## src/twg_pkg.sv

```systemverilog
`default_nettype none

package twg_pkg;

   // Field widths
   localparam int IDX_W = 12;
   localparam int LEN_W = 13;
   localparam int VAL_W = 16;
   localparam int REG_W = 2;

   // Window length limits
   localparam logic [LEN_W-1:0] MAX_POINTS   = 13'd4096;
   localparam logic [LEN_W-1:0] RESET_LENGTH = 13'd1024;

   // Flat centre: 2*ceil(N*625/3072), with /3072 done as >>10 and then /3 by reciprocal
   localparam int SCALED_W     = 23;
   localparam int CEIL_W       = 12;
   localparam int CEIL_SHIFT   = 10;
   localparam int THIRD_W      = 24;
   localparam int THIRD_SHIFT  = 13;
   localparam int HALF_CTR_W   = THIRD_W - THIRD_SHIFT;
   localparam logic [SCALED_W-1:0] FLAT_MUL  = 23'd625;
   localparam logic [SCALED_W-1:0] CEIL_BIAS = 23'd3071;
   localparam logic [THIRD_W-1:0]  THIRD_MUL = 24'd2731;

   // Settle time of the derived window constants after a write or reset
   localparam int SETTLE_W = 2;
   localparam logic [SETTLE_W-1:0] SETTLE_CYCLES = 2'd3;

   // Divider: numerator k*N, denominator c*(N-1), 30 quotient bits
   localparam int PROD_W = IDX_W + LEN_W;
   localparam int DEN_W  = IDX_W + LEN_W;
   localparam int Q_W    = 30;

   // Cosine polynomial in Q30
   localparam int U_W      = 29;
   localparam int COEF_W   = 33;
   localparam int MUL_W    = U_W + COEF_W;
   localparam int HORNER_N = 6;
   localparam logic [Q_W:0]   Q30_ONE  = 31'd1073741824;
   localparam logic [Q_W-1:0] Q30_HALF = 30'd536870912;
   localparam int VAL_SHIFT = 15;
   localparam logic [Q_W+1:0] ROUND_HALF = 32'd16384;
   localparam logic [VAL_W-1:0] VALUE_ONE = 16'd32768;

   // pi^(2k)/(2k)! in Q30, lowest order first
   localparam logic [COEF_W-1:0] COS_COEF [HORNER_N] = '{
      33'd5298703516,
      33'd4358008962,
      33'd1433727481,
      33'd252684340,
      33'd27709939,
      33'd2071865
   };

   typedef enum logic [REG_W-1:0] {
      REGION_RISE = 2'd0,
      REGION_FLAT = 2'd1,
      REGION_FALL = 2'd2
   } region_type;

   // Window constants derived from the length register
   typedef struct packed {
      logic [LEN_W-1:0] n;
      logic [IDX_W-1:0] c;
      logic [LEN_W-1:0] flat_end;
      logic [LEN_W-1:0] fall_end;
      logic [DEN_W-1:0] den;
   } cfg_type;

   // Classification that travels with each request
   typedef struct packed {
      logic       oor;
      region_type region;
      logic       taper;
   } meta_type;

   typedef struct packed {
      logic [VAL_W-1:0] value;
      region_type       region;
      logic             oor;
   } rsp_type;

endpackage

`default_nettype wire

```

## src/twg_div.sv

```systemverilog
`default_nettype none

module twg_div import twg_pkg::*; (
   input  logic              clock,
   input  logic              reset,
   input  logic              advance,
   input  logic [DEN_W-1:0]  den,
   input  logic              in_valid,
   input  meta_type          in_meta,
   input  logic [PROD_W-1:0] in_num,
   output logic              out_valid,
   output meta_type          out_meta,
   output logic [Q_W-1:0]    out_quot
);

   logic [DEN_W-1:0] rem_ff   [Q_W];
   logic [Q_W-1:0]   quot_ff  [Q_W];
   meta_type         meta_ff  [Q_W];
   logic             valid_ff [Q_W];

   // One restoring step per stage: shift, compare, subtract
   for (genvar g = 0; g < Q_W; g++) begin : g_step
      logic [DEN_W-1:0] rem_src;
      logic [Q_W-1:0]   quot_src;
      meta_type         meta_src;
      logic             valid_src;
      logic [DEN_W:0]   rem_shift;
      logic [DEN_W:0]   rem_sub;
      logic             take;
      logic [DEN_W-1:0] rem_in;
      logic [Q_W-1:0]   quot_in;

      if (g == 0) begin : g_first
         assign rem_src   = DEN_W'(in_num);
         assign quot_src  = '0;
         assign meta_src  = in_meta;
         assign valid_src = in_valid;
      end else begin : g_next
         assign rem_src   = rem_ff[g-1];
         assign quot_src  = quot_ff[g-1];
         assign meta_src  = meta_ff[g-1];
         assign valid_src = valid_ff[g-1];
      end

      always_comb begin
         rem_shift = {rem_src, 1'b0};
         rem_sub   = rem_shift - {1'b0, den};
         take      = (rem_shift >= {1'b0, den});
         rem_in    = take ? rem_sub[DEN_W-1:0] : rem_shift[DEN_W-1:0];
         quot_in   = {quot_src[Q_W-2:0], take};
      end

      always_ff @(posedge clock) begin
         if (reset) begin
            valid_ff[g] <= 1'b0;
         end else if (advance) begin
            valid_ff[g] <= valid_src;
         end
      end

      always_ff @(posedge clock) begin
         if (advance) begin
            rem_ff[g]  <= rem_in;
            quot_ff[g] <= quot_in;
            meta_ff[g] <= meta_src;
         end
      end
   end

   assign out_valid = valid_ff[Q_W-1];
   assign out_meta  = meta_ff[Q_W-1];
   assign out_quot  = quot_ff[Q_W-1];

endmodule

`default_nettype wire

```

## config.mk

```make
export PLATFORM = sky130hd
export DESIGN_NAME = twg_div
export DESIGN_NICKNAME = d
export VERILOG_FILES = /design/src/twg_pkg.sv /design/src/twg_div.sv
export SDC_FILE = /design/constraint.sdc
export NUM_CORES = 2
export LEC_CHECK = 0
export BUFFER_PORTS_ARGS = -buffer_cell sky130_fd_sc_hd__buf_2
export CORE_MARGIN = 2
export CORE_UTILIZATION = 34
export CTS_CLUSTER_SIZE = 8
export DETAILED_ROUTE_END_ITERATION = 6
export GPL_TIMING_DRIVEN = 0
export SLEW_MARGIN = 20
export SYNTH_ARGS = -nofsm -noshare
export SYNTH_HDL_FRONTEND = slang
export SYNTH_SLANG_ARGS = --single-unit
```

## constraint.sdc

```tcl
create_clock -name clock -period 6.8 [get_ports clock]
set_input_delay 1.02 -clock clock [delete_from_list [all_inputs] [get_ports clock]]
set_output_delay 1.02 -clock clock [all_outputs]
set_load 0.005 [all_outputs]
```

## After elaboration in Yosys (flattened, before gate mapping)

Memories as Yosys holds them, arrays and structs flattened.
Index checks and enable logic that the tools add are counted.

| operators by class | value |
|---|---|
| $add $sub $neg | 30 |
| bitwise gates (word level) | 30 |
| multiplexer cells | 66 |
| order comparisons | 30 |

Operator list:

| operator | count |
|---|---|
| >= comparator 26 x 25 -> 1 bit | 30 |
| 2-to-1 mux 25 bit | 30 |
| subtractor 25 bit | 30 |
| 2-to-1 mux 1 bit | 36 |
| bitwise OR 1 bit | 30 |

| word-level totals | value |
|---|---|
| word-level logic and storage cells | 160 |
| flip-flop bits (word level) | 0 |
| bits in writable memories | 1800 |
| output and inout port bits | 35 |
| memories kept | 4 |
| input bits | 58 |

Memories:

| name | words | width | rd ports | clocked after Yosys merged registers in | write ports | line | text |
|---|---|---|---|---|---|---|---|
| quot_ff | 30 | 30 | 30 | 0 | 30 | twg_div.sv:17 | `logic [Q_W-1:0] quot_ff [Q_W];` |
| rem_ff | 30 | 25 | 29 | 0 | 30 | twg_div.sv:16 | `logic [DEN_W-1:0] rem_ff [Q_W];` |
| meta_ff | 30 | 4 | 30 | 0 | 30 | twg_div.sv:18 | `meta_type meta_ff [Q_W];` |
| valid_ff | 30 | 1 | 30 | 0 | 30 | twg_div.sv:19 | `logic valid_ff [Q_W];` |

## Longest topological paths before layout

| logic depth | value |
|---|---|
| depth in word-level cells | 4 |
| gate-level depth with buffers | 15 |
| depth with buffers taken out | 12 |

## Least setup slack after synthesis

OpenSTA, ideal clock, no wires.

| path | value |
|---|---|
| path kind | input -> register |
| from | in den[11] |
| to | mem rem_ff[0][382] (netlist name), data pin |
| setup time | 0.260 ns |
| setup slack | 2.348 ns |
| arrival time | 4.193 ns |
| cell stages on the path | 12 |
| buffers on the path | 1 |
| data required time | 6.540 ns |
| cells stage by stage | inv_1 ha_1 a21o_1 a21o_1 a211o_1 a21oi_2 o21ai_1 a211oi_1 o21ai_1 a211oi_4 buf_6 mux2_2 |

RTL lines:

| element | line | text |
|---|---|---|
| from (decl) | twg_div.sv:7 | `input logic [DEN_W-1:0] den,` |
| to (decl) | twg_div.sv:16 |  |

==> metrics.txt <==
post-cts sizing count 0; final net count 8586; cts bufs inserted 191; fin util 38.5%; row count 181; largest net degree at the start of global routing 135; critical path startpoint category input port; Starting Density 34.1%; clock group share of total power 18.2%; Hold Fails Final Rpt 0; register-to-register setup slack 2.56 ns; syn_area_per_cell 11.1 sq um; fin crit share 74.9%; Netlist Area Pre-Place 82800 sq um; Placed Cells 10.8k; ratio of cells with drive above 1 in the final layout 10.1%; sequential share of the synthesized area 48.6%; Worst Path Buf+Inv 7; outcome finished, violations left; Detailed Route WL 222000 um; vias in the first global route 59.2k; sw power 19.1 mW; setup_tns 0 ns; die area 247000 sq um; Port Buffers 92; CP arrival 5.64 ns; initial DRC count 4895; count leader, synth edfxtp_1; Synth area leaders edfxtp_1 (49%), ha_1 (11%), a21oi_1 (4.3%); flops & latches, synth 1340; Rel. slew slack 28.3%; DR WL/cell 20.2 um; commonest register cell after synthesis edfxtp_1; Peak VDD IR 0.278 mV; clock buffer depth 3; FFs w/ async S/R, synth 0%; crit-path max cell delay 0.54 ns; family with the most delay on the worst path buffers and inverters; post-CTS setup buffer count 0; IO Pins 93; DP HPWL 154000 um; Slowest-stage cell, CP clkbuf_4; core area 243000 sq um; CTS tree yes; gr usage total 17.4%; Sw Share 39.8%; Antenna Cells 0; Hold/Removal Path Class input port to flop; Setup WS post-layout 1.71 ns; post-route insts no fill 11.0k; RSZ-0062 raised after global routing no; failing checks DRC; die height 497 um; CTS clk-pin slew, worst paths 0.05 ns; Pre-antenna DRT Iters 7; Final Max Tran Viols 0; placed cell area 88200 sq um; max_cap viols 0; Cell variety after synth 96; Comb power frac 50.7%; CP Cell Sequence buf_4 -> buf_16 -> buf_6 -> inv_2 -> clkbuf_4 -> buf_12 -> ha_1 -> nand4_1 -> or4_1 -> and2_1 -> o31ai_1 -> clkbuf_1 -> nor2_1 -> a21oi_1; placer congestion estimate 0.884; H-tree depth 4; Final min period 5.09 ns; leakage 35.9 nW; pwr dens 514 nW/um^2; DP Worst Slack 0.968 ns; design area 93500 sq um; Least-Margin Pin Slew 1.05 ns; hold_ws 0.373 ns; cell taking the most area after synthesis edfxtp_1; via count 59.9k; Pint 28.9 mW; initial antenna violation count 15; area grow syn2layout 13.0%; gr ovfl total 0; crit path kind input port to flop; top cell type's share of synthesized area 48.6%; CP Max Fanout 25; ANT nets after route 0; yosys warns 0; CTS root buffer clkbuf_16; most frequent cells after synthesis edfxtp_1 (1340), ha_1 (749), a21oi_1 (711); skew final 0.0639 ns; Setup crit end kind flop; Final setup viols 0; Post-synth EDFFs 1340; post-layout power 48.1 mW; Chip Width 497 um; worst skew pair latency 0.84 ns; vias per std cell 5.45; Mapped Nets 8266; DRC Markers 2; Synth Instances 7430; Max Clk Rate 196 MHz; CTS Sinks 1340; Post-CTS Hold Buffers 0; sequential share of power 31.1%; global-route wire length before repair 341000 um; Worst EP required 7.35 ns
==> kinds of logic (layout without fill, tap and decap cells) <==
logic type                 Yosys count  count (layout)  synth area share (%)
muxes                              303             303                  4.10
xor gates and xnor gates           601             601                  6.36
buffers and inverters              364             727                  1.76
adders and majority gates          778             778                  12.0
AOI/OAI and AO/OA                 2182            2182                  16.5
and+or+nand+nor                   1862            1862                  10.6
DFF                               1340            1340                  48.6
==> metal layers <==
| metal | global-route usage, % | wire length, um |
|---|---|---|
| met5 | 0 | 0 |
| met4 | 6.75 | 8600 |
| met3 | 2.48 | 11000 |
| met2 | 28.8 | 103000 |
| met1 | 23.0 | 99400 |
==> area by class of cell <==
type	count	area, sq um
Buffer	172	741
Clock buffer	208	4840
Clock inverter	28	475
Fill cell	23300	149000
Inverter	192	781
Multi-Input combinational cell	5726	41100
Sequential cell	1340	40200
Tap cell	3202	4010
Timing Repair Buffer	127	1360
==> sequential cells by signal, summed over array words and instances, names as in the netlist <==
| name | count |
|---|---|
| quot_ff | 465 |
| meta_ff | 120 |
| rem_ff | 725 |
| valid_ff | 30 |
==> power by group through the flow <==
stage | Sequential (mW) | Clock, mW | Combinational, mW
after floorplan | 14.2 | 0 | 18.3
after global placement | 15.4 | 0 | 23.5
after detailed placement | 15.1 | 0 | 23.9
after CTS | 15.0 | 9.08 | 24.1
after global routing | 15.2 | 9.38 | 26.9
final | 15.0 | 8.73 | 24.4
==> worst paths after layout <==
kind                                 startpoint              end  cells past startpoint
worst min register to register  quot_ff[1][247]  quot_ff[1][278]                      0
worst min-delay path                 in_meta[1]    meta_ff[0][1]                      1
worst max register to register   rem_ff[0][126]   rem_ff[0][168]                     11
worst max-delay path                     den[0]   rem_ff[0][111]                     14
==> cell usage in the layout (no fill, tap or decap), types with 227 or more instances in the layout <==
| cell | count |
|---|---|
| edfxtp_1 | 1340 |
| ha_1 | 749 |
| a21oi_1 | 711 |
| nand2_1 | 535 |
| nor2_1 | 533 |
| o21ai_0 | 507 |
| xnor2_1 | 374 |
| mux2_2 | 288 |
| a21o_1 | 279 |
| xor2_1 | 227 |
Note: power is estimated with default switching activity, not from simulation.
