==> src/twg_pkg.sv <==
`default_nettype none

package twg_pkg;

   // Field widths
   localparam int IDX_W = 12;
   localparam int LEN_W = 13;
   localparam int VAL_W = 16;
   localparam int REG_W = 2;

   // Window length limits
   localparam logic [LEN_W-1:0] MAX_POINTS   = 13'd4096;
   localparam logic [LEN_W-1:0] RESET_LENGTH = 13'd1024;

   // Flat centre: 2*ceil(N*625/3072), with /3072 done as >>10 and then /3 by reciprocal
   localparam int SCALED_W     = 23;
   localparam int CEIL_W       = 12;
   localparam int CEIL_SHIFT   = 10;
   localparam int THIRD_W      = 24;
   localparam int THIRD_SHIFT  = 13;
   localparam int HALF_CTR_W   = THIRD_W - THIRD_SHIFT;
   localparam logic [SCALED_W-1:0] FLAT_MUL  = 23'd625;
   localparam logic [SCALED_W-1:0] CEIL_BIAS = 23'd3071;
   localparam logic [THIRD_W-1:0]  THIRD_MUL = 24'd2731;

   // Settle time of the derived window constants after a write or reset
   localparam int SETTLE_W = 2;
   localparam logic [SETTLE_W-1:0] SETTLE_CYCLES = 2'd3;

   // Divider: numerator k*N, denominator c*(N-1), 30 quotient bits
   localparam int PROD_W = IDX_W + LEN_W;
   localparam int DEN_W  = IDX_W + LEN_W;
   localparam int Q_W    = 30;

   // Cosine polynomial in Q30
   localparam int U_W      = 29;
   localparam int COEF_W   = 33;
   localparam int MUL_W    = U_W + COEF_W;
   localparam int HORNER_N = 6;
   localparam logic [Q_W:0]   Q30_ONE  = 31'd1073741824;
   localparam logic [Q_W-1:0] Q30_HALF = 30'd536870912;
   localparam int VAL_SHIFT = 15;
   localparam logic [Q_W+1:0] ROUND_HALF = 32'd16384;
   localparam logic [VAL_W-1:0] VALUE_ONE = 16'd32768;

   // pi^(2k)/(2k)! in Q30, lowest order first
   localparam logic [COEF_W-1:0] COS_COEF [HORNER_N] = '{
      33'd5298703516,
      33'd4358008962,
      33'd1433727481,
      33'd252684340,
      33'd27709939,
      33'd2071865
   };

   typedef enum logic [REG_W-1:0] {
      REGION_RISE = 2'd0,
      REGION_FLAT = 2'd1,
      REGION_FALL = 2'd2
   } region_type;

   // Window constants derived from the length register
   typedef struct packed {
      logic [LEN_W-1:0] n;
      logic [IDX_W-1:0] c;
      logic [LEN_W-1:0] flat_end;
      logic [LEN_W-1:0] fall_end;
      logic [DEN_W-1:0] den;
   } cfg_type;

   // Classification that travels with each request
   typedef struct packed {
      logic       oor;
      region_type region;
      logic       taper;
   } meta_type;

   typedef struct packed {
      logic [VAL_W-1:0] value;
      region_type       region;
      logic             oor;
   } rsp_type;

endpackage

`default_nettype wire

==> src/twg_cfg.sv <==
`default_nettype none

module twg_cfg import twg_pkg::*; (
   input  logic             clock,
   input  logic             reset,
   input  logic             csr_valid,
   input  logic [LEN_W-1:0] csr_window_length,
   output logic             csr_ready,
   output cfg_type          cfg,
   output logic             settled
);

   logic [LEN_W-1:0]    window_length_ff, window_length_in;
   logic [SETTLE_W-1:0] settle_ff, settle_in;
   logic [LEN_W-1:0]    n_a_ff, n_a_in;
   logic [CEIL_W-1:0]   ceil_a_ff, ceil_a_in;
   logic [LEN_W-1:0]    n_b_ff, n_b_in;
   logic [IDX_W-1:0]    c_b_ff, c_b_in;
   logic [LEN_W-1:0]    flat_end_b_ff, flat_end_b_in;
   logic [LEN_W-1:0]    fall_end_b_ff, fall_end_b_in;
   cfg_type             cfg_ff, cfg_in;

   logic [SCALED_W-1:0]   scaled;
   logic [THIRD_W-1:0]    third_prod;
   logic [LEN_W-1:0]      centre_raw;
   logic [LEN_W-1:0]      centre;
   logic [LEN_W-1:0]      taper_pair;
   logic                  csr_take;

   assign csr_ready = 1'b1;
   assign csr_take  = csr_valid && csr_ready;

   // Capture the length register and restart the settle count
   always_comb begin
      window_length_in = csr_take ? csr_window_length : window_length_ff;
      if (csr_take) begin
         settle_in = SETTLE_CYCLES;
      end else if (settle_ff != '0) begin
         settle_in = settle_ff - 1'b1;
      end else begin
         settle_in = settle_ff;
      end
   end

   always_ff @(posedge clock) begin
      if (reset) begin
         window_length_ff <= RESET_LENGTH;
         settle_ff        <= SETTLE_CYCLES;
      end else begin
         window_length_ff <= window_length_in;
         settle_ff        <= settle_in;
      end
   end

   assign settled = (settle_ff == '0);

   // Saturate N and form ceil(N*625/3072) up to the final divide by 3
   always_comb begin
      n_a_in    = (window_length_ff > MAX_POINTS) ? MAX_POINTS : window_length_ff;
      scaled    = SCALED_W'(n_a_in) * FLAT_MUL + CEIL_BIAS;
      ceil_a_in = scaled[CEIL_SHIFT +: CEIL_W];
   end

   // Divide by 3, clamp the centre and split the remainder into two tapers
   always_comb begin
      third_prod    = THIRD_W'(ceil_a_ff) * THIRD_MUL;
      centre_raw    = {1'b0, third_prod[THIRD_SHIFT +: HALF_CTR_W], 1'b0};
      centre        = (centre_raw > n_a_ff) ? n_a_ff : centre_raw;
      taper_pair    = n_a_ff - centre;
      n_b_in        = n_a_ff;
      c_b_in        = taper_pair[IDX_W:1];
      flat_end_b_in = LEN_W'(c_b_in) + centre;
      fall_end_b_in = flat_end_b_in + LEN_W'(c_b_in);
   end

   // Taper denominator c*(N-1)
   always_comb begin
      cfg_in.n        = n_b_ff;
      cfg_in.c        = c_b_ff;
      cfg_in.flat_end = flat_end_b_ff;
      cfg_in.fall_end = fall_end_b_ff;
      cfg_in.den      = DEN_W'(c_b_ff) * DEN_W'(n_b_ff - 1'b1);
   end

   always_ff @(posedge clock) begin
      n_a_ff        <= n_a_in;
      ceil_a_ff     <= ceil_a_in;
      n_b_ff        <= n_b_in;
      c_b_ff        <= c_b_in;
      flat_end_b_ff <= flat_end_b_in;
      fall_end_b_ff <= fall_end_b_in;
      cfg_ff        <= cfg_in;
   end

   assign cfg = cfg_ff;

endmodule

`default_nettype wire

==> config.mk <==
export PLATFORM = sky130hd
export DESIGN_NAME = twg_cfg
export DESIGN_NICKNAME = d
export VERILOG_FILES = /design/src/twg_pkg.sv /design/src/twg_cfg.sv
export SDC_FILE = /design/constraint.sdc
export NUM_CORES = 1
export LEC_CHECK = 0
export BUFFER_PORTS_ARGS = -buffer_cell sky130_fd_sc_hd__buf_4
export CORE_MARGIN = 3
export CORE_UTILIZATION = 35
export CTS_CLUSTER_SIZE = 14
export DETAILED_ROUTE_END_ITERATION = 8
export SLEW_MARGIN = 20
export SYNTH_ARGS = -nofsm -noshare
export SYNTH_HDL_FRONTEND = slang
export SYNTH_SLANG_ARGS = --single-unit
==> constraint.sdc <==
create_clock -name clock -period 13.2 [get_ports clock]
set_input_delay 3.3 -clock clock [delete_from_list [all_inputs] [get_ports clock]]
set_output_delay 3.3 -clock clock [all_outputs]
set_load 0.02 [all_outputs]
* Word level (Yosys, flattened, before mapping) *
Index checks and enable logic that the tools add are counted.
W data, S select, Z words.

storage, ports and cells
  bits of input ports = 16
  register bits = 167
  output and inout port bits = 78
  logic and storage cells = 29

cells by class
  multiplexer cells = 2
  multipliers = 3
  reductions and logical operators = 3
  magnitude comparators = 2
  add/sub/neg operators = 6

operators with widths
  kind                      number
  $mux W13                  2
  $mul A13 B14 Y25          1
  $mul A12 B12 Y24 const B  1
  $add A22 B12 Y22 const B  1
  $mul A13 B10 Y22 const B  1
  $sub A13 B1 Y14 const B   1
  $add A12 B13 Y13          1
  $add A13 B12 Y13          1
  $gt A12 B13 Y1            1
  $gt A13 B13 Y1 const B    1
  $sub A13 B13 Y13          1
  $logic_not A2 Y1          1
  $reduce_bool A2 Y1        1
  $reduce_or A2 Y1          1
  $sub A2 B1 Y2 const B     1

* Logic depth before layout (Yosys ltp) *
  word-level depth = 6
  depth in mapped cells = 46
  mapped depth without buffers = 45

* Worst setup path before layout *
OpenSTA, ideal clock, no wires.

  path kind = flip-flop to flip-flop
  start point = reg ceil_a_ff[7]
  end point = reg fall_end_b_ff[12]
  setup time = 118 ps
  period minus slack after synthesis = 9247 ps
  setup slack = 3953 ps
  data arrival time = 9129 ps
  required time = 13082 ps
  path buffers = 1
  cell stages (with the launch flop) = 42
  path through = dfxtp_1 -> ha_1 -> ha_1 -> fa_1 -> fa_1 -> inv_1 -> fa_1 -> inv_1 -> ha_1 -> a21oi_1 -> o22ai_1 -> a2111oi_2 -> o211ai_2 -> a31oi_2 -> o21ai_0 -> xor2_1 -> ha_1 -> a21oi_1 -> (+6 left out) -> fa_1 -> inv_1 -> ha_1 -> fa_1 -> a21oi_1 -> nor2_1 -> nor2_1 -> o21bai_1 -> a21oi_1 -> o21bai_1 -> a21oi_1 -> xnor2_1 -> ha_1 -> and2_1 -> o21a_1 -> a41o_1 -> o41a_1 -> xor2_1

between the ends
  word-level cells in the longest chain between the ends = 6

ends and longest elaborated chain
  item                    RTL line       RTL
  from (decl)             twg_cfg.sv:16  logic [CEIL_W-1:0] ceil_a_ff, ceil_a_in;
  from (signal assigned)  twg_cfg.sv:87  ceil_a_ff <= ceil_a_in;
  $mul A12 B12 Y24 (*)    twg_cfg.sv:66  third_prod = THIRD_W'(ceil_a_ff) * THIRD_MUL;
  $gt A12 B13 Y1          twg_cfg.sv:68  centre = (centre_raw > n_a_ff) ? n_a_ff : centre_raw;
  $mux W13 (*)            twg_cfg.sv:68
  $sub A13 B13 Y13 (*)    twg_cfg.sv:69  taper_pair = n_a_ff - centre;
  net taper_pair[1]       twg_cfg.sv:27  logic [LEN_W-1:0] taper_pair;
  $add A12 B13 Y13 (*)    twg_cfg.sv:72  flat_end_b_in = LEN_W'(c_b_in) + centre;
  net flat_end_b_in[8]    twg_cfg.sv:19  logic [LEN_W-1:0] flat_end_b_ff, flat_end_b_in;
  $add A13 B12 Y13 (*)    twg_cfg.sv:73  fall_end_b_in = flat_end_b_in + LEN_W'(c_b_in);
  net fall_end_b_in[12]   twg_cfg.sv:20  logic [LEN_W-1:0] fall_end_b_ff, fall_end_b_in;
  to (signal assigned)    twg_cfg.sv:91  fall_end_b_ff <= fall_end_b_in;
  to (decl)               twg_cfg.sv:20

Mark *: on every way through the listed nets, which the timed path passes. The rest lies on a longest branch.
A chain may end at the register's enable or synchronous reset.

* Final worst setup path *
  start point = reg ceil_a_ff[5]
  end point = reg fall_end_b_ff[12]

The elaborated chain is that of the path after synthesis.

==> metrics.txt <==
# TYPE chip_impl_metric gauge
chip_impl_metric{name="clk_pin_slew",unit="ns"} 0.06
chip_impl_metric{name="finalInstanceArea",unit="um2"} 18200
chip_impl_info{name="cts_tree",value="built"} 1
chip_impl_metric{name="grt_use_total",unit="%"} 14.8
chip_impl_metric{name="gr-usage-met2",unit="%"} 25.0
chip_impl_metric{name="worst_ep_arrival_time",unit="ns"} 10.86
chip_impl_metric{name="detailed_place.area",unit="um2"} 17600
chip_impl_info{name="r2r-end",value="fall_end_b_ff[12]"} 1
chip_impl_metric{name="grt_util_met1",unit="%"} 19.4
chip_impl_metric{name="worst_slew_margin_rel",unit="%"} 26.6
chip_impl_metric{name="core_area",unit="um2"} 45700
chip_impl_metric{name="dp_worst_setup_slack",unit="ns"} 2.62
chip_impl_metric{name="post_route_cells_drive_above_1_share",unit="%"} 8.89
chip_impl_metric{name="synth-edff-count",unit=""} 0
chip_impl_metric{name="finalWorstPathRequiredPeriod",unit="ns"} 10.51
chip_impl_metric{name="yosysUniqueCellTypes",unit=""} 63
chip_impl_info{name="criticalPathCategory",value="register to register"} 1
chip_impl_info{name="critical-path-top-cell-by-count",value="sky130_fd_sc_hd__ha_1"} 1
chip_impl_metric{name="route.vias.total",unit=""} 10900
chip_impl_metric{name="post-route-drc-count",unit=""} 0
chip_impl_metric{name="synth.ff_latch_count",unit=""} 167
chip_impl_metric{name="fin_tns_setup",unit="ns"} 0
chip_impl_metric{name="achievable_freq",unit="MHz"} 95.1
chip_impl_metric{name="drt_iter0_drc",unit=""} 450
chip_impl_metric{name="r2r_setup_slack",unit="ns"} 2.69
chip_impl_info{name="final_common_cell",value="sky130_fd_sc_hd__inv_1"} 1
chip_impl_metric{name="timing_hold_violations_final",unit=""} 0
chip_impl_metric{name="clock_tree.htree_level_count",unit=""} 4
chip_impl_metric{name="drv.max_cap_violation_count",unit=""} 0
chip_impl_metric{name="rows",unit=""} 78
chip_impl_metric{name="syn_avg_cell_area",unit="um2"} 9.94
chip_impl_info{name="global_route.peak_usage_layer",value="met2"} 1
chip_impl_info{name="end_kind",value="register"} 1
chip_impl_metric{name="transition_time_at_the_pin_with_the_least_slew_margin",unit="ns"} 1.10
chip_impl_metric{name="gp_congestion",unit=""} 0.841
chip_impl_info{name="ys_dominant_reg_cell",value="sky130_fd_sc_hd__dfxtp_1"} 1
chip_impl_info{name="run_status",value="complete, no violations"} 1
chip_impl_metric{name="n_fill_cell",unit=""} 4464
chip_impl_info{name="unrepaired_setup_endpoints_after_global_routing",value="no"} 1
chip_impl_info{name="r2r_start",value="ceil_a_ff[5]"} 1
chip_impl_metric{name="drtPass1Iterations",unit=""} 5
chip_impl_metric{name="seq_area",unit="um2"} 3340
chip_impl_metric{name="final.period_utilization",unit="%"} 79.7
chip_impl_metric{name="die-area",unit="um2"} 49200
chip_impl_metric{name="synth_area",unit="um2"} 16300
chip_impl_info{name="synth.area.top_cells",value="sky130_fd_sc_hd__fa_1 (28%), sky130_fd_sc_hd__dfxtp_1 (21%), sky130_fd_sc_hd__ha_1 (19%)"} 1
chip_impl_metric{name="wl_per_cell",unit="um"} 14.9
chip_impl_info{name="layout_common_cells",value="sky130_fd_sc_hd__inv_1 (329), sky130_fd_sc_hd__ha_1 (251), sky130_fd_sc_hd__fa_1 (224)"} 1
chip_impl_metric{name="hpwlAfterDp",unit="um"} 29000
chip_impl_metric{name="dieHeight",unit="um"} 222
chip_impl_metric{name="num_antenna_cells",unit=""} 0
chip_impl_metric{name="area_growth_syn_to_layout",unit="%"} 11.9
chip_impl_metric{name="report.final.slew_viol_count",unit=""} 0
chip_impl_metric{name="worstPathRequired",unit="ns"} 13.55
chip_impl_metric{name="critPathMaxFanout",unit=""} 22
chip_impl_metric{name="route.antenna.remaining_nets",unit=""} 0
chip_impl_metric{name="critical_path.n_buffers_inverters",unit=""} 2
chip_impl_info{name="critPathTopFamily",value="compound AO/OA/AOI/OAI gates"} 1
chip_impl_metric{name="dieWidth",unit="um"} 222
chip_impl_metric{name="cts-resized-gates",unit=""} 0
chip_impl_metric{name="finish.net_count",unit=""} 2211
chip_impl_metric{name="timing.reg2reg.worst_path_depth",unit=""} 38
chip_impl_metric{name="io-pin-count",unit=""} 94
chip_impl_metric{name="worst_skew_pair.late_latency",unit="ns"} 0.46
chip_impl_metric{name="initial_core_utilization",unit="%"} 35.7
chip_impl_metric{name="cts.sinks",unit=""} 167
chip_impl_metric{name="crit_path_max_incr_delay",unit="ns"} 0.75
chip_impl_info{name="synth_largest_area_cell",value="sky130_fd_sc_hd__fa_1"} 1
chip_impl_metric{name="multi_input_comb_area",unit="um2"} 11600
chip_impl_info{name="worst_hold_path.endpoint",value="cfg[41]"} 1
chip_impl_metric{name="ys_async_sr_fraction",unit="%"} 0
chip_impl_metric{name="holdPathStages",unit=""} 0
chip_impl_metric{name="routed_wl",unit="um"} 34700
chip_impl_info{name="crit_path_start_kind",value="register"} 1
chip_impl_info{name="worstHoldPathType",value="register to register"} 1
chip_impl_metric{name="postLayoutSetupSlackWorst",unit="ns"} 2.69
chip_impl_metric{name="grt_overflow",unit=""} 0
chip_impl_metric{name="number_of_antenna_violations_at_the_first_check_in_global_routing",unit=""} 0
chip_impl_metric{name="first_global_vias",unit=""} 11800
chip_impl_metric{name="placement.io_buffers",unit=""} 92
chip_impl_metric{name="postSynthCellCount",unit=""} 1640
chip_impl_metric{name="yosysWarningCount",unit=""} 0
chip_impl_metric{name="finalSetupViolCount",unit=""} 0
chip_impl_info{name="clock-root-buffer",value="sky130_fd_sc_hd__clkbuf_16"} 1
chip_impl_metric{name="route.detailed.vias_per_inst",unit=""} 4.68
chip_impl_metric{name="worst_hold_slack",unit="ns"} 0.326
chip_impl_metric{name="cts_inserted_buffers",unit=""} 17
chip_impl_metric{name="grt_max_degree",unit=""} 23
chip_impl_metric{name="synth_top_cell_area_share",unit="%"} 27.5
chip_impl_metric{name="clock_tree.buffer_depth",unit=""} 2
chip_impl_metric{name="grt_pass1_wl",unit="um"} 58900
chip_impl_metric{name="part_of_the_yosys_area_used_for_sequential_elements",unit="%"} 20.5
chip_impl_metric{name="fin_worst_skew",unit="ns"} 0.0119
chip_impl_metric{name="grt.met3_usage",unit="%"} 2.65
chip_impl_metric{name="ctsHoldBuffers",unit=""} 0
chip_impl_metric{name="postCtsSetupRepairBufs",unit=""} 0
chip_impl_info{name="holdCritStartpoint",value="flat_end_b_ff[3]"} 1
chip_impl_info{name="cpMaxStageDelayCell",value="sky130_fd_sc_hd__nand2_1"} 1
==> synth_stat cells, types with 7 or more instances <==
| library cell | instances |
|---|---|
| sky130_fd_sc_hd__nor2_1 | 65 |
| sky130_fd_sc_hd__nand2b_1 | 12 |
| sky130_fd_sc_hd__a21o_1 | 11 |
| sky130_fd_sc_hd__fa_1 | 224 |
| sky130_fd_sc_hd__xor2_1 | 29 |
| sky130_fd_sc_hd__inv_1 | 329 |
| sky130_fd_sc_hd__o21bai_1 | 8 |
| sky130_fd_sc_hd__dfxtp_1 | 167 |
| sky130_fd_sc_hd__o21a_1 | 17 |
| sky130_fd_sc_hd__and2_1 | 74 |
| sky130_fd_sc_hd__nor3_1 | 19 |
| sky130_fd_sc_hd__nand2_1 | 115 |
| sky130_fd_sc_hd__a21oi_1 | 40 |
| sky130_fd_sc_hd__clkbuf_1 | 33 |
| sky130_fd_sc_hd__nand4_1 | 7 |
| sky130_fd_sc_hd__nor2b_1 | 29 |
| sky130_fd_sc_hd__o21ai_0 | 24 |
| sky130_fd_sc_hd__xnor2_1 | 61 |
| sky130_fd_sc_hd__mux2_2 | 12 |
| sky130_fd_sc_hd__ha_1 | 251 |
| sky130_fd_sc_hd__nand3_1 | 8 |
| sky130_fd_sc_hd__mux2i_1 | 24 |
==> layer usage <==
metal	vias up	part of all wire, %
met4	0	2.3
met1	5405	47
li1	5315	-
met2	161	48
met5	-	0
met3	38	3.2
==> layout make-up <==
type	instances	share of cell area, %
flip-flops and latches	167	18.3
clock inverters	8	0.474
well taps	600	4.12
repair buffers	95	3.91
inverters	329	6.78
multi-input cells	1110	63.6
clock buffers	24	2.75
==> per-stage QoR <==
step | util [%] | instances
floorplan | - | 1642
global placement | 38.6 | 2301
finish | 39.9 | 2333
CTS | 39.9 | 2333
detailed placement | 38.6 | 2301
global route | 39.9 | 2333
==> kinds of logic after synthesis <==
| logic type | count (synthesis) | share of synthesized area (%) |
|---|---|---|
| compound gates | 146 | 6.12 |
| xor+xnor | 90 | 4.84 |
| fa+ha+maj | 475 | 46.8 |
| buf+inv | 365 | 8.44 |
| flops | 167 | 20.5 |
| mux | 36 | 2.30 |
| other cells | 2 | 0.0461 |
| simple gates | 359 | 10.9 |
==> sequential cells by signal, summed over array words and instances, names as in the netlist <==
register	count
c_b_ff	12
ceil_a_ff	12
cfg	76
fall_end_b_ff	13
flat_end_b_ff	13
n_a_ff	13
n_b_ff	13
settle_ff	2
window_length_ff	13
==> worst max path at each step <==
stage                       from           endpoint  slack, ns  depth (start not counted)
finish              ceil_a_ff[5]  fall_end_b_ff[12]       2.69                         38
floorplan           ceil_a_ff[7]  fall_end_b_ff[12]       3.95                         41
global placement    ceil_a_ff[5]  fall_end_b_ff[12]       2.98                         37
global route        ceil_a_ff[7]  fall_end_b_ff[12]       2.00                         38
detailed placement  ceil_a_ff[7]  fall_end_b_ff[12]       2.62                         38
CTS                 ceil_a_ff[7]  fall_end_b_ff[12]       2.60                         38
Power is left out: the tool's default activity adds up to more than one toggle a clock period on the data nets, which glitch-free logic cannot reach.
