<file path="config.mk">
export PLATFORM = sky130hd
export DESIGN_NAME = twg_front
export DESIGN_NICKNAME = d
export VERILOG_FILES = /design/src/twg_pkg.sv /design/src/twg_front.sv
export SDC_FILE = /design/constraint.sdc
export NUM_CORES = 1
export LEC_CHECK = 0
export ABC_AREA = 1
export BUFFER_PORTS_ARGS = -buffer_cell sky130_fd_sc_hd__buf_2
export CAP_MARGIN = 20
export CORE_ASPECT_RATIO = 0.7
export CORE_UTILIZATION = 32
export CTS_BUF_LIST = sky130_fd_sc_hd__clkbuf_8
export DETAILED_ROUTE_END_ITERATION = 10
export PLACE_DENSITY = 0.52
export SETUP_SLACK_MARGIN = 0.3
export SYNTH_ARGS = -nofsm -noshare
export SYNTH_HDL_FRONTEND = slang
export SYNTH_SLANG_ARGS = --single-unit
</file>
<file path="constraint.sdc">
create_clock -name clock -period 15.9 [get_ports clock]
set_clock_uncertainty 0.15 [all_clocks]
set_input_delay 1.59 -clock clock [delete_from_list [all_inputs] [get_ports clock]]
set_output_delay 1.59 -clock clock [all_outputs]
set_load 0.005 [all_outputs]
</file>
<file path="src/twg_pkg.sv">
`default_nettype none

package twg_pkg;

   // Field widths
   localparam int IDX_W = 12;
   localparam int LEN_W = 13;
   localparam int VAL_W = 16;
   localparam int REG_W = 2;

   // Window length limits
   localparam logic [LEN_W-1:0] MAX_POINTS   = 13'd4096;
   localparam logic [LEN_W-1:0] RESET_LENGTH = 13'd1024;

   // Flat centre: 2*ceil(N*625/3072), with /3072 done as >>10 and then /3 by reciprocal
   localparam int SCALED_W     = 23;
   localparam int CEIL_W       = 12;
   localparam int CEIL_SHIFT   = 10;
   localparam int THIRD_W      = 24;
   localparam int THIRD_SHIFT  = 13;
   localparam int HALF_CTR_W   = THIRD_W - THIRD_SHIFT;
   localparam logic [SCALED_W-1:0] FLAT_MUL  = 23'd625;
   localparam logic [SCALED_W-1:0] CEIL_BIAS = 23'd3071;
   localparam logic [THIRD_W-1:0]  THIRD_MUL = 24'd2731;

   // Settle time of the derived window constants after a write or reset
   localparam int SETTLE_W = 2;
   localparam logic [SETTLE_W-1:0] SETTLE_CYCLES = 2'd3;

   // Divider: numerator k*N, denominator c*(N-1), 30 quotient bits
   localparam int PROD_W = IDX_W + LEN_W;
   localparam int DEN_W  = IDX_W + LEN_W;
   localparam int Q_W    = 30;

   // Cosine polynomial in Q30
   localparam int U_W      = 29;
   localparam int COEF_W   = 33;
   localparam int MUL_W    = U_W + COEF_W;
   localparam int HORNER_N = 6;
   localparam logic [Q_W:0]   Q30_ONE  = 31'd1073741824;
   localparam logic [Q_W-1:0] Q30_HALF = 30'd536870912;
   localparam int VAL_SHIFT = 15;
   localparam logic [Q_W+1:0] ROUND_HALF = 32'd16384;
   localparam logic [VAL_W-1:0] VALUE_ONE = 16'd32768;

   // pi^(2k)/(2k)! in Q30, lowest order first
   localparam logic [COEF_W-1:0] COS_COEF [HORNER_N] = '{
      33'd5298703516,
      33'd4358008962,
      33'd1433727481,
      33'd252684340,
      33'd27709939,
      33'd2071865
   };

   typedef enum logic [REG_W-1:0] {
      REGION_RISE = 2'd0,
      REGION_FLAT = 2'd1,
      REGION_FALL = 2'd2
   } region_type;

   // Window constants derived from the length register
   typedef struct packed {
      logic [LEN_W-1:0] n;
      logic [IDX_W-1:0] c;
      logic [LEN_W-1:0] flat_end;
      logic [LEN_W-1:0] fall_end;
      logic [DEN_W-1:0] den;
   } cfg_type;

   // Classification that travels with each request
   typedef struct packed {
      logic       oor;
      region_type region;
      logic       taper;
   } meta_type;

   typedef struct packed {
      logic [VAL_W-1:0] value;
      region_type       region;
      logic             oor;
   } rsp_type;

endpackage

`default_nettype wire

</file>
<file path="src/twg_front.sv">
`default_nettype none

module twg_front import twg_pkg::*; (
   input  logic              clock,
   input  logic              reset,
   input  logic              advance,
   input  logic              in_valid,
   input  logic [IDX_W-1:0]  coeff_index,
   input  cfg_type           cfg,
   output logic              out_valid,
   output meta_type          out_meta,
   output logic [PROD_W-1:0] out_prod
);

   logic              s1_valid_ff, s1_valid_in;
   meta_type          s1_meta_ff, s1_meta_in;
   logic [IDX_W-1:0]  s1_k_ff, s1_k_in;
   logic              s2_valid_ff;
   meta_type          s2_meta_ff;
   logic [PROD_W-1:0] s2_prod_ff, s2_prod_in;

   logic [LEN_W-1:0] idx;
   logic [LEN_W-1:0] mirror;

   // Classify the index and fold the falling taper onto the rising one
   always_comb begin
      idx               = LEN_W'(coeff_index);
      mirror            = cfg.fall_end - 1'b1 - idx;
      s1_valid_in       = in_valid;
      s1_meta_in.oor    = 1'b0;
      s1_meta_in.region = REGION_RISE;
      s1_meta_in.taper  = 1'b0;
      s1_k_in           = coeff_index;
      priority if (idx >= cfg.n) begin
         s1_meta_in.oor = 1'b1;
      end else if (idx < LEN_W'(cfg.c)) begin
         s1_meta_in.taper = 1'b1;
      end else if (idx < cfg.flat_end) begin
         s1_meta_in.region = REGION_FLAT;
      end else begin
         s1_meta_in.region = REGION_FALL;
         s1_meta_in.taper  = (idx < cfg.fall_end);
         s1_k_in           = mirror[IDX_W-1:0];
      end
   end

   // Numerator of the taper phase: k*N
   assign s2_prod_in = PROD_W'(s1_k_ff) * PROD_W'(cfg.n);

   always_ff @(posedge clock) begin
      if (reset) begin
         s1_valid_ff <= 1'b0;
         s2_valid_ff <= 1'b0;
      end else if (advance) begin
         s1_valid_ff <= s1_valid_in;
         s2_valid_ff <= s1_valid_ff;
      end
   end

   always_ff @(posedge clock) begin
      if (advance) begin
         s1_meta_ff <= s1_meta_in;
         s1_k_ff    <= s1_k_in;
         s2_meta_ff <= s1_meta_ff;
         s2_prod_ff <= s2_prod_in;
      end
   end

   assign out_valid = s2_valid_ff;
   assign out_meta  = s2_meta_ff;
   assign out_prod  = s2_prod_ff;

endmodule

`default_nettype wire

</file>
==> Yosys cells after proc, flatten, opt, wreduce, memory -nomap -nowiden <==
Cells that the tools add are included.
{ "totals": {"ff_bits": 47, "latchBits": 0, "ramBits": 0, "romBits": 0, "in_bits": 92, "n_memories": 0} }
{ "classes": {"add_sub_neg": 2, "multipliers": 1, "n_div": 0, "magnitude_cmp": 4, "eq_ne": 0, "n_shift": 0, "muxes": 7, "bitwise": 0, "n_reduce_logical": 1} }
{ "ops": {"columns": ["operator", "n"], "rows": [
  ["12-bit two-way mux", 3],
  ["12-bit by 13-bit less-than comparator with 1-bit output", 2],
  ["12-bit by 13-bit multiplier with 25-bit output", 1],
  ["12-bit by 13-bit greater-or-equal comparator with 1-bit output", 1],
  ["12-bit less-than comparator", 1],
  ["12-bit by 1-bit subtractor with 12-bit output, second input constant", 1],
  ["12-bit subtractor", 1],
  ["1-bit two-way mux", 3],
  ["2-bit two-way mux", 1],
  ["2-bit OR reduction", 1]
]} }

==> Depth between registers and ports, before layout <==
Gate-level depths: netlist (run 1).
{ "logic_depth": {"depth_word": 5, "mapped_depth": 22} }

==> Least setup slack after synthesis (run 1) <==
No wires, ideal clock.
{ "synth_timing": {"kind": "in2reg", "startpoint": "input cfg[63] (netlist name)", "endpoint": "register s2_prod_ff[16] (netlist: out_prod[16]), data pin", "setup_ns": 0.256, "arrival_time_ns": 5.685, "setup_slack_ns": 9.809, "path_stages": 20, "path_cell_list": "clkbuf_1 nand2_1 fa_1 fa_1 inv_1 fa_1 fa_1 inv_1 fa_1 inv_1 ha_1 nand2_1 nor2_1 nor2_1 nand2_1 inv_1 nor2_1 nor2_1 nand2_1 nand2_1"} }
{ "synth_via": {"elab_chain_len": 1} }
{ "synth_lines": {"columns": ["element", "line_no", "rtl"], "rows": [
  ["from (decl)", "twg_front.sv:9", "input cfg_type cfg,"],
  ["12-bit by 13-bit multiplier with 25-bit output", "twg_front.sv:48", "assign s2_prod_in = PROD_W'(s1_k_ff) * PROD_W'(cfg.n);"],
  ["named net s2_prod_in[16]", "twg_front.sv:20", "logic [PROD_W-1:0] s2_prod_ff, s2_prod_in;"],
  ["to (signal assigned)", "twg_front.sv:65", "s2_prod_ff <= s2_prod_in;"],
  ["to (decl)", "twg_front.sv:20", null]
]} }
The timed path passes the listed nets, and every way through them passes these cells.
A chain may end at the register's enable or synchronous reset.

==> Final worst setup path (run 1) <==
{ "layout_timing": {"startpoint": "input cfg[67] (netlist name)", "endpoint": "register s2_prod_ff[21] (netlist: out_prod[21]), data pin"} }
Same word-level chain as after synthesis.

==> key figures, run 1 <==
Routing
  – Final wirelength: 21700 microns
  – Top sig layer: met4
  – # DRC: 0
  – WL met1: 11800 microns
  – DRT antenna net count: 0
  – DR vias: 7267
  – Met2 routed WL: 8730 microns
  – Drt initial violations: 499
  – DR WL met3: 1030 microns
  – Routed length per instance: 13.5 microns
  – Via/cell ratio: 4.51
  – Initial DRT Pass Iterations: 5

Floorplanning
  – Die height: 141 microns
  – Die Width: 201 microns
  – Initial Util: 0.329
  – Core area: 27000 sq um
  – Top-Level Pins: 122
  – Row count: 50
  – Die area: 28400 sq um

Worst setup path
  – Worst r2r src: s1_k_ff[11]$_DFFE_PP_
  – Critical Path Start: cfg[67]
  – Worst EP required: 15.83 ns
  – Worst Reg-to-Reg Cells: 17
  – CP startpoint kind: primary input
  – Worst EP arrival: 6.26 ns
  – Worst setup path end: out_prod[21]$_DFFE_PP_
  – Internal reg-to-reg setup slack: 10.39 ns
  – CP Max Fanout: 13
  – CP Class: primary input to register
  – Element type at the critical path end: register
  – RR Endpoint: out_prod[21]$_DFFE_PP_

Clocking
  – CTS Root Cell: clkbuf_8
  – Worst-Skew Late Latency: 0.33 ns
  – Clock sinks: 47
  – Setup bufs post-CTS: 0
  – Post-cts repair resize count: 0
  – Clock Tree Buf Depth: 2
  – Num CTS Buffers: 5
  – Max H-tree Level: 2
  – Hold buffers post-CTS: 0
  – Clock tree from TritonCTS: yes
  – Clock transition at the registers of the reported paths: 0.10 ns

Final layout
  – Design area: 9800 sq um
  – Commonest cells after routing, fill and taps aside: nand2_1 (341), inv_1 (321), ha_1 (119), fa_1 (111), buf_2 (96)
  – Area grow syn2layout: 10.5%
  – FF+latch area: 1390 sq um
  – Area of the multi-input gates: 6140 sq um
  – Share of cells above drive strength 1: 0.0930
  – Ant diodes: 0
  – Commonest non-fill, non-tap cell in the layout: nand2_1
  – Filler cell count: 2884
  – Nets: 1568

STA
  – Tightest hold margin: 0.278 ns
  – Unrepaired setup endpoints after global routing: false
  – Final worst-path cycle share: 0.398
  – Setup TNS: 0 ns
  – Setup ws final: 9.57 ns
  – Final Hold Fails: 0
  – Final number of setup-violating endpoints: 0
  – Slew Viols, Final: 0
  – Post-layout min period: 6.33 ns
  – Worst Tran Pin Value: 0.653 ns
  – Fmax: 158 MHz
  – Max transition margin: 0.565

Placement
  – Port bufs: 96
  – Worst slack, placed: 9.29 ns
  – Placer Congestion: 0.829
  – Placed cell area: 9690 sq um
  – Post-DP HPWL: 18100 microns

Yosys
  – Seq/Total Area, Yosys: 0.157
  – Mapped cell area: 8860 sq um
  – Top post-synthesis cells by area: fa_1 (25%), ha_1 (17%), edfxtp_1 (15%), nand2_1 (14%), inv_1 (14%)
  – Synth Instances: 1170
  – Avg Inst Size Synth: 7.58 sq um
  – Synth top area share: 0.251
  – Post-synth EDFFs: 45
  – Synth async-reset ratio: 0
  – Synth Net Count: 1492
  – Main synth FF type: edfxtp_1
  – Seq cells post-synth: 47
  – Synth cell types: 33
  – Post-synth top area cell: fa_1
  – Synthesis Warnings: 0

Power and ir drop
  – VDD IR max: 0.151 mV
  – PD cells: 196 nW/um^2
  – Lkg Pwr: 5.77 nW

Run status
  – Outcome: finished clean

Global routing
  – Total track usage: 0.163
  – First-pass GRT wire length: 37000 microns
  – Initial antenna violation count: 0
  – GRT Residual Overflow: 0
  – Vias in the first global route: 7311
  – Largest net degree at the start of global routing: 49

Flow run
  – Max Cap Viol: 0

Min path
  – Hold/Removal Path Class: register to register
worst max-delay path, cell delays in order:
cell	delay, ns
buf_2	0.22
nand2_1	0.11
inv_1	0.06
fa_1	0.53
inv_1	0.06
fa_1	0.53
inv_1	0.06
fa_1	0.51
fa_1	0.56
inv_1	0.06
fa_1	0.52
inv_1	0.04
ha_1	0.37
nand2_1	0.12
o21ai_0	0.45
a31oi_1	0.23
nand3_1	0.14
nand2_1	0.09
area by class of cell:
| cell class | count | area share |
|---|---|---|
| Timing Repair Buffer | 97 | 0.0498 |
| Sequential cell | 47 | 0.142 |
| Tap cell | 364 | 0.0465 |
| Clock buffer | 5 | 0.00702 |
| Clock inverter | 3 | 0.00447 |
| Inverter | 322 | 0.123 |
| Multi-Input combinational cell | 773 | 0.627 |
metrics by stage:
stage                     power, mW  instances  utilization
final                          1.92       1611        0.363
after global routing           2.19       1611        0.363
after CTS                      1.94       1611        0.363
after detailed placement       1.83       1603        0.359
after global placement         1.83       1603        0.359
after floorplan                1.42       1170            -
logic make-up (layout without fill, tap and decap cells):
kind of cell             after synthesis  after routing  synth area share
AND/OR/NAND/NOR                      435            435             0.197
flip-flops                            47             47             0.157
buffers and inverters                350            427             0.150
adder cells (fa/ha/maj)              230            230             0.419
XOR/XNOR                              20             20            0.0198
AO/OA/AOI/OAI                         88             88            0.0577
layer usage:
| layer | global-route usage | up-vias |
|---|---|---|
| li1 | - | 3628 |
| met5 | 0 | - |
| met2 | 0.245 | 151 |
| met3 | 0.0207 | 11 |
| met4 | 0.0261 | 0 |
| met1 | 0.251 | 3477 |
sequential cells by signal, indices dropped and copies added, names as in the netlist:
name and flops:
s1_k_ff 12, s1_meta_ff 4, out_prod 25, out_valid 1, out_meta 4, s1_valid_ff 1
synthesized netlist by cell type (15+ instances only):
master    number
a21oi_1       46
clkbuf_1      25
edfxtp_1      45
fa_1         111
ha_1         119
inv_1        321
nand2_1      341
nand3_1       32
nor2_1        39
o21ai_0       15
o21bai_1      17
xor2_1        15
power breakdown:
group / leakage [nW] / internal [mW] / total [mW] / switching [mW]
registers: 0.459 / 0.243 / 0.266 / 0.0225
clock network: 0.0581 / 0.0470 / 0.0960 / 0.0491
logic: 5.25 / 0.560 / 1.56 / 1.00
total: 5.77 / 0.850 / 1.92 / 1.07
worst min path at each step:
stage	startpoint	end	slack (ns)	cells past startpoint
after floorplan	s1_meta_ff[0]$_SDFFCE_PP0P_	out_meta[0]$_DFFE_PP_	0.25	0
after global placement	s1_meta_ff[1]$_SDFFCE_PP0P_	out_meta[1]$_DFFE_PP_	0.25	0
after detailed placement	s1_meta_ff[0]$_SDFFCE_PP0P_	out_meta[0]$_DFFE_PP_	0.25	0
after CTS	s1_meta_ff[0]$_SDFFCE_PP0P_	out_meta[0]$_DFFE_PP_	0.28	0
after global routing	s1_meta_ff[0]$_SDFFCE_PP0P_	out_meta[0]$_DFFE_PP_	0.29	0
final	s1_meta_ff[0]$_SDFFCE_PP0P_	out_meta[0]$_DFFE_PP_	0.28	0
No activity file was read; power rests on OpenSTA's default activity.
==> run 2: changes to the inputs <==
==> constraint.sdc (replaced) <==
create_clock -name clock -period 6.2 [get_ports clock]
set_clock_uncertainty 0.15 [all_clocks]
set_input_delay 0.62 -clock clock [delete_from_list [all_inputs] [get_ports clock]]
set_output_delay 0.62 -clock clock [all_outputs]
set_load 0.005 [all_outputs]
==> run 2 against run 1 <==
  * Via count is 1.2% lower
  * Utilization increased by 0.056 points
  * Setup slack got worse by 8.8 ns
  * Largest cell class unchanged
  * Largest power group unchanged
  * Highest routed layer unchanged
==> key figures, run 2 (synthesis gave the netlist of run 1 again) <==
Run status
  – Outcome: finished clean

Clocking
  – Max H-tree Level: 2
  – Worst-Skew Late Latency: 0.33 ns
  – Clock tree from TritonCTS: yes
  – Post-cts repair resize count: 0
  – Clock sinks: 47
  – Clock transition at the registers of the reported paths: 0.10 ns
  – Setup bufs post-CTS: 0
  – Clock Tree Buf Depth: 2
  – Hold buffers post-CTS: 0
  – Num CTS Buffers: 5
  – CTS Root Cell: clkbuf_8

STA
  – Final number of setup-violating endpoints: 0
  – Final worst-path cycle share: 0.875
  – Unrepaired setup endpoints after global routing: false
  – Max transition margin: 0.559
  – Setup TNS: 0 ns
  – Final Hold Fails: 0
  – Post-layout min period: 5.43 ns
  – Fmax: 184 MHz
  – Slew Viols, Final: 0
  – Worst Tran Pin Value: 0.661 ns

Placement
  – Post-DP HPWL: 18100 microns
  – Placer Congestion: 0.815
  – Port bufs: 96

Final layout
  – Commonest non-fill, non-tap cell in the layout: nand2_1
  – Largest register FFs: 25
  – Ant diodes: 0
  – Share of cells above drive strength 1: 0.0945
  – Area grow syn2layout: 10.7%
  – Nets: 1570
  – Commonest cells after routing, fill and taps aside: nand2_1 (341), inv_1 (321), ha_1 (119), fa_1 (111), buf_2 (96)

Global routing
  – Largest net degree at the start of global routing: 49
  – Total track usage: 0.163
  – Vias in the first global route: 7164
  – First-pass GRT wire length: 36900 microns
  – GRT Residual Overflow: 0
  – Initial antenna violation count: 0

Routing
  – DR vias: 7182
  – Routed length per instance: 13.4 microns
  – # DRC: 0
  – Drt initial violations: 437
  – Via/cell ratio: 4.45
  – Final wirelength: 21600 microns
  – DRT antenna net count: 0
  – Initial DRT Pass Iterations: 5

Flow run
  – Max Cap Viol: 0

Floorplanning
  – Die area: 28400 sq um
  – Core area: 27000 sq um
  – Top-Level Pins: 122
  – Die height: 141 microns
  – Row count: 50
  – Die Width: 201 microns
  – Initial Util: 0.329

Worst setup path
  – Worst EP arrival: 5.38 ns
  – CP Max Fanout: 13
  – CP startpoint kind: register
  – Critical Path Start: s1_k_ff[10]$_DFFE_PP_
  – Element type at the critical path end: register
  – Worst setup path end: out_prod[22]$_DFFE_PP_
  – RR Endpoint: out_prod[22]$_DFFE_PP_
  – Worst Reg-to-Reg Cells: 18
  – Worst r2r src: s1_k_ff[10]$_DFFE_PP_
  – Internal reg-to-reg setup slack: 0.77 ns
  – Worst EP required: 6.15 ns
  – CP Class: register to register

Power and ir drop
  – Total design power: 4.92 mW
  – PD cells: 501 nW/um^2
  – VDD IR max: 0.379 mV
  – Lkg Pwr: 5.77 nW

Min path
  – Hold/Removal Path Class: register to register
[run 2: cell count changes in the layout (fill, tap and decap cells not counted), sizes merged]
cell,previous run,this run
buf,97,99
[run 2: layer usage]
layer	vias up	track usage	part of all wire
met5	-	0	0
met2	130	0.238	0.39
met4	0	0.0233	0.0058
li1	3636	-	-
met3	8	0.0142	0.044
met1	3408	0.262	0.56
[run 2: critical path, stage by stage (launching register included)]
cell	delay, ns
edfxtp_1	0.74
nand2_1	0.10
inv_1	0.10
fa_1	0.45
fa_1	0.53
fa_1	0.52
fa_1	0.55
inv_1	0.06
fa_1	0.53
inv_1	0.04
ha_1	0.34
a21oi_1	0.24
inv_1	0.07
a21oi_1	0.26
nand3_1	0.23
nand2_1	0.14
nand2_1	0.06
nand2_1	0.06
nand2_1	0.04
[run 2: how the worst min path moves through the flow]
| stage | cells after the start | end | from | slack, ns |
|---|---|---|---|---|
| finish | 0 | out_meta[1]$_DFFE_PP_ | s1_meta_ff[1]$_SDFFCE_PP0P_ | 0.28 |
| global route | 2 | out_valid$_SDFFE_PP0P_ | reset | 0.28 |
| CTS | 2 | out_valid$_SDFFE_PP0P_ | reset | 0.27 |
| detailed placement | 0 | out_meta[1]$_DFFE_PP_ | s1_meta_ff[1]$_SDFFCE_PP0P_ | 0.26 |
| global placement | 0 | out_meta[1]$_DFFE_PP_ | s1_meta_ff[1]$_SDFFCE_PP0P_ | 0.26 |
| floorplan | 0 | out_meta[0]$_DFFE_PP_ | s1_meta_ff[0]$_SDFFCE_PP0P_ | 0.25 |
[run 2: final cells by class]
cell class,count,area [sq um]
clock buffer,5,68.8
clock inverter,3,43.8
fill,2870,17100
inverter,322,1210
multi-input combinational,773,6140
sequential,47,1390
tap,364,455
timing repair buffer,99,503
[run 2: where the power goes]
group	internal [mW]	leakage (nW)	switching [mW]
Combinational	1.44	5.26	2.55
Sequential	0.624	0.459	0.0586
Clock	0.120	0.0581	0.129
[run 2: metrics by stage]
stage               instances  hold slack, ns  area (sq um)  worst slack (ns)  utilization
floorplan                1170           0.250          8860              1.08            -
global placement         1605           0.256          9700             0.605        0.360
detailed placement       1605           0.261          9700             0.568        0.360
CTS                      1613           0.267          9810             0.763        0.364
global route             1613           0.279          9810             0.416        0.364
finish                   1613           0.281          9810             0.772        0.364
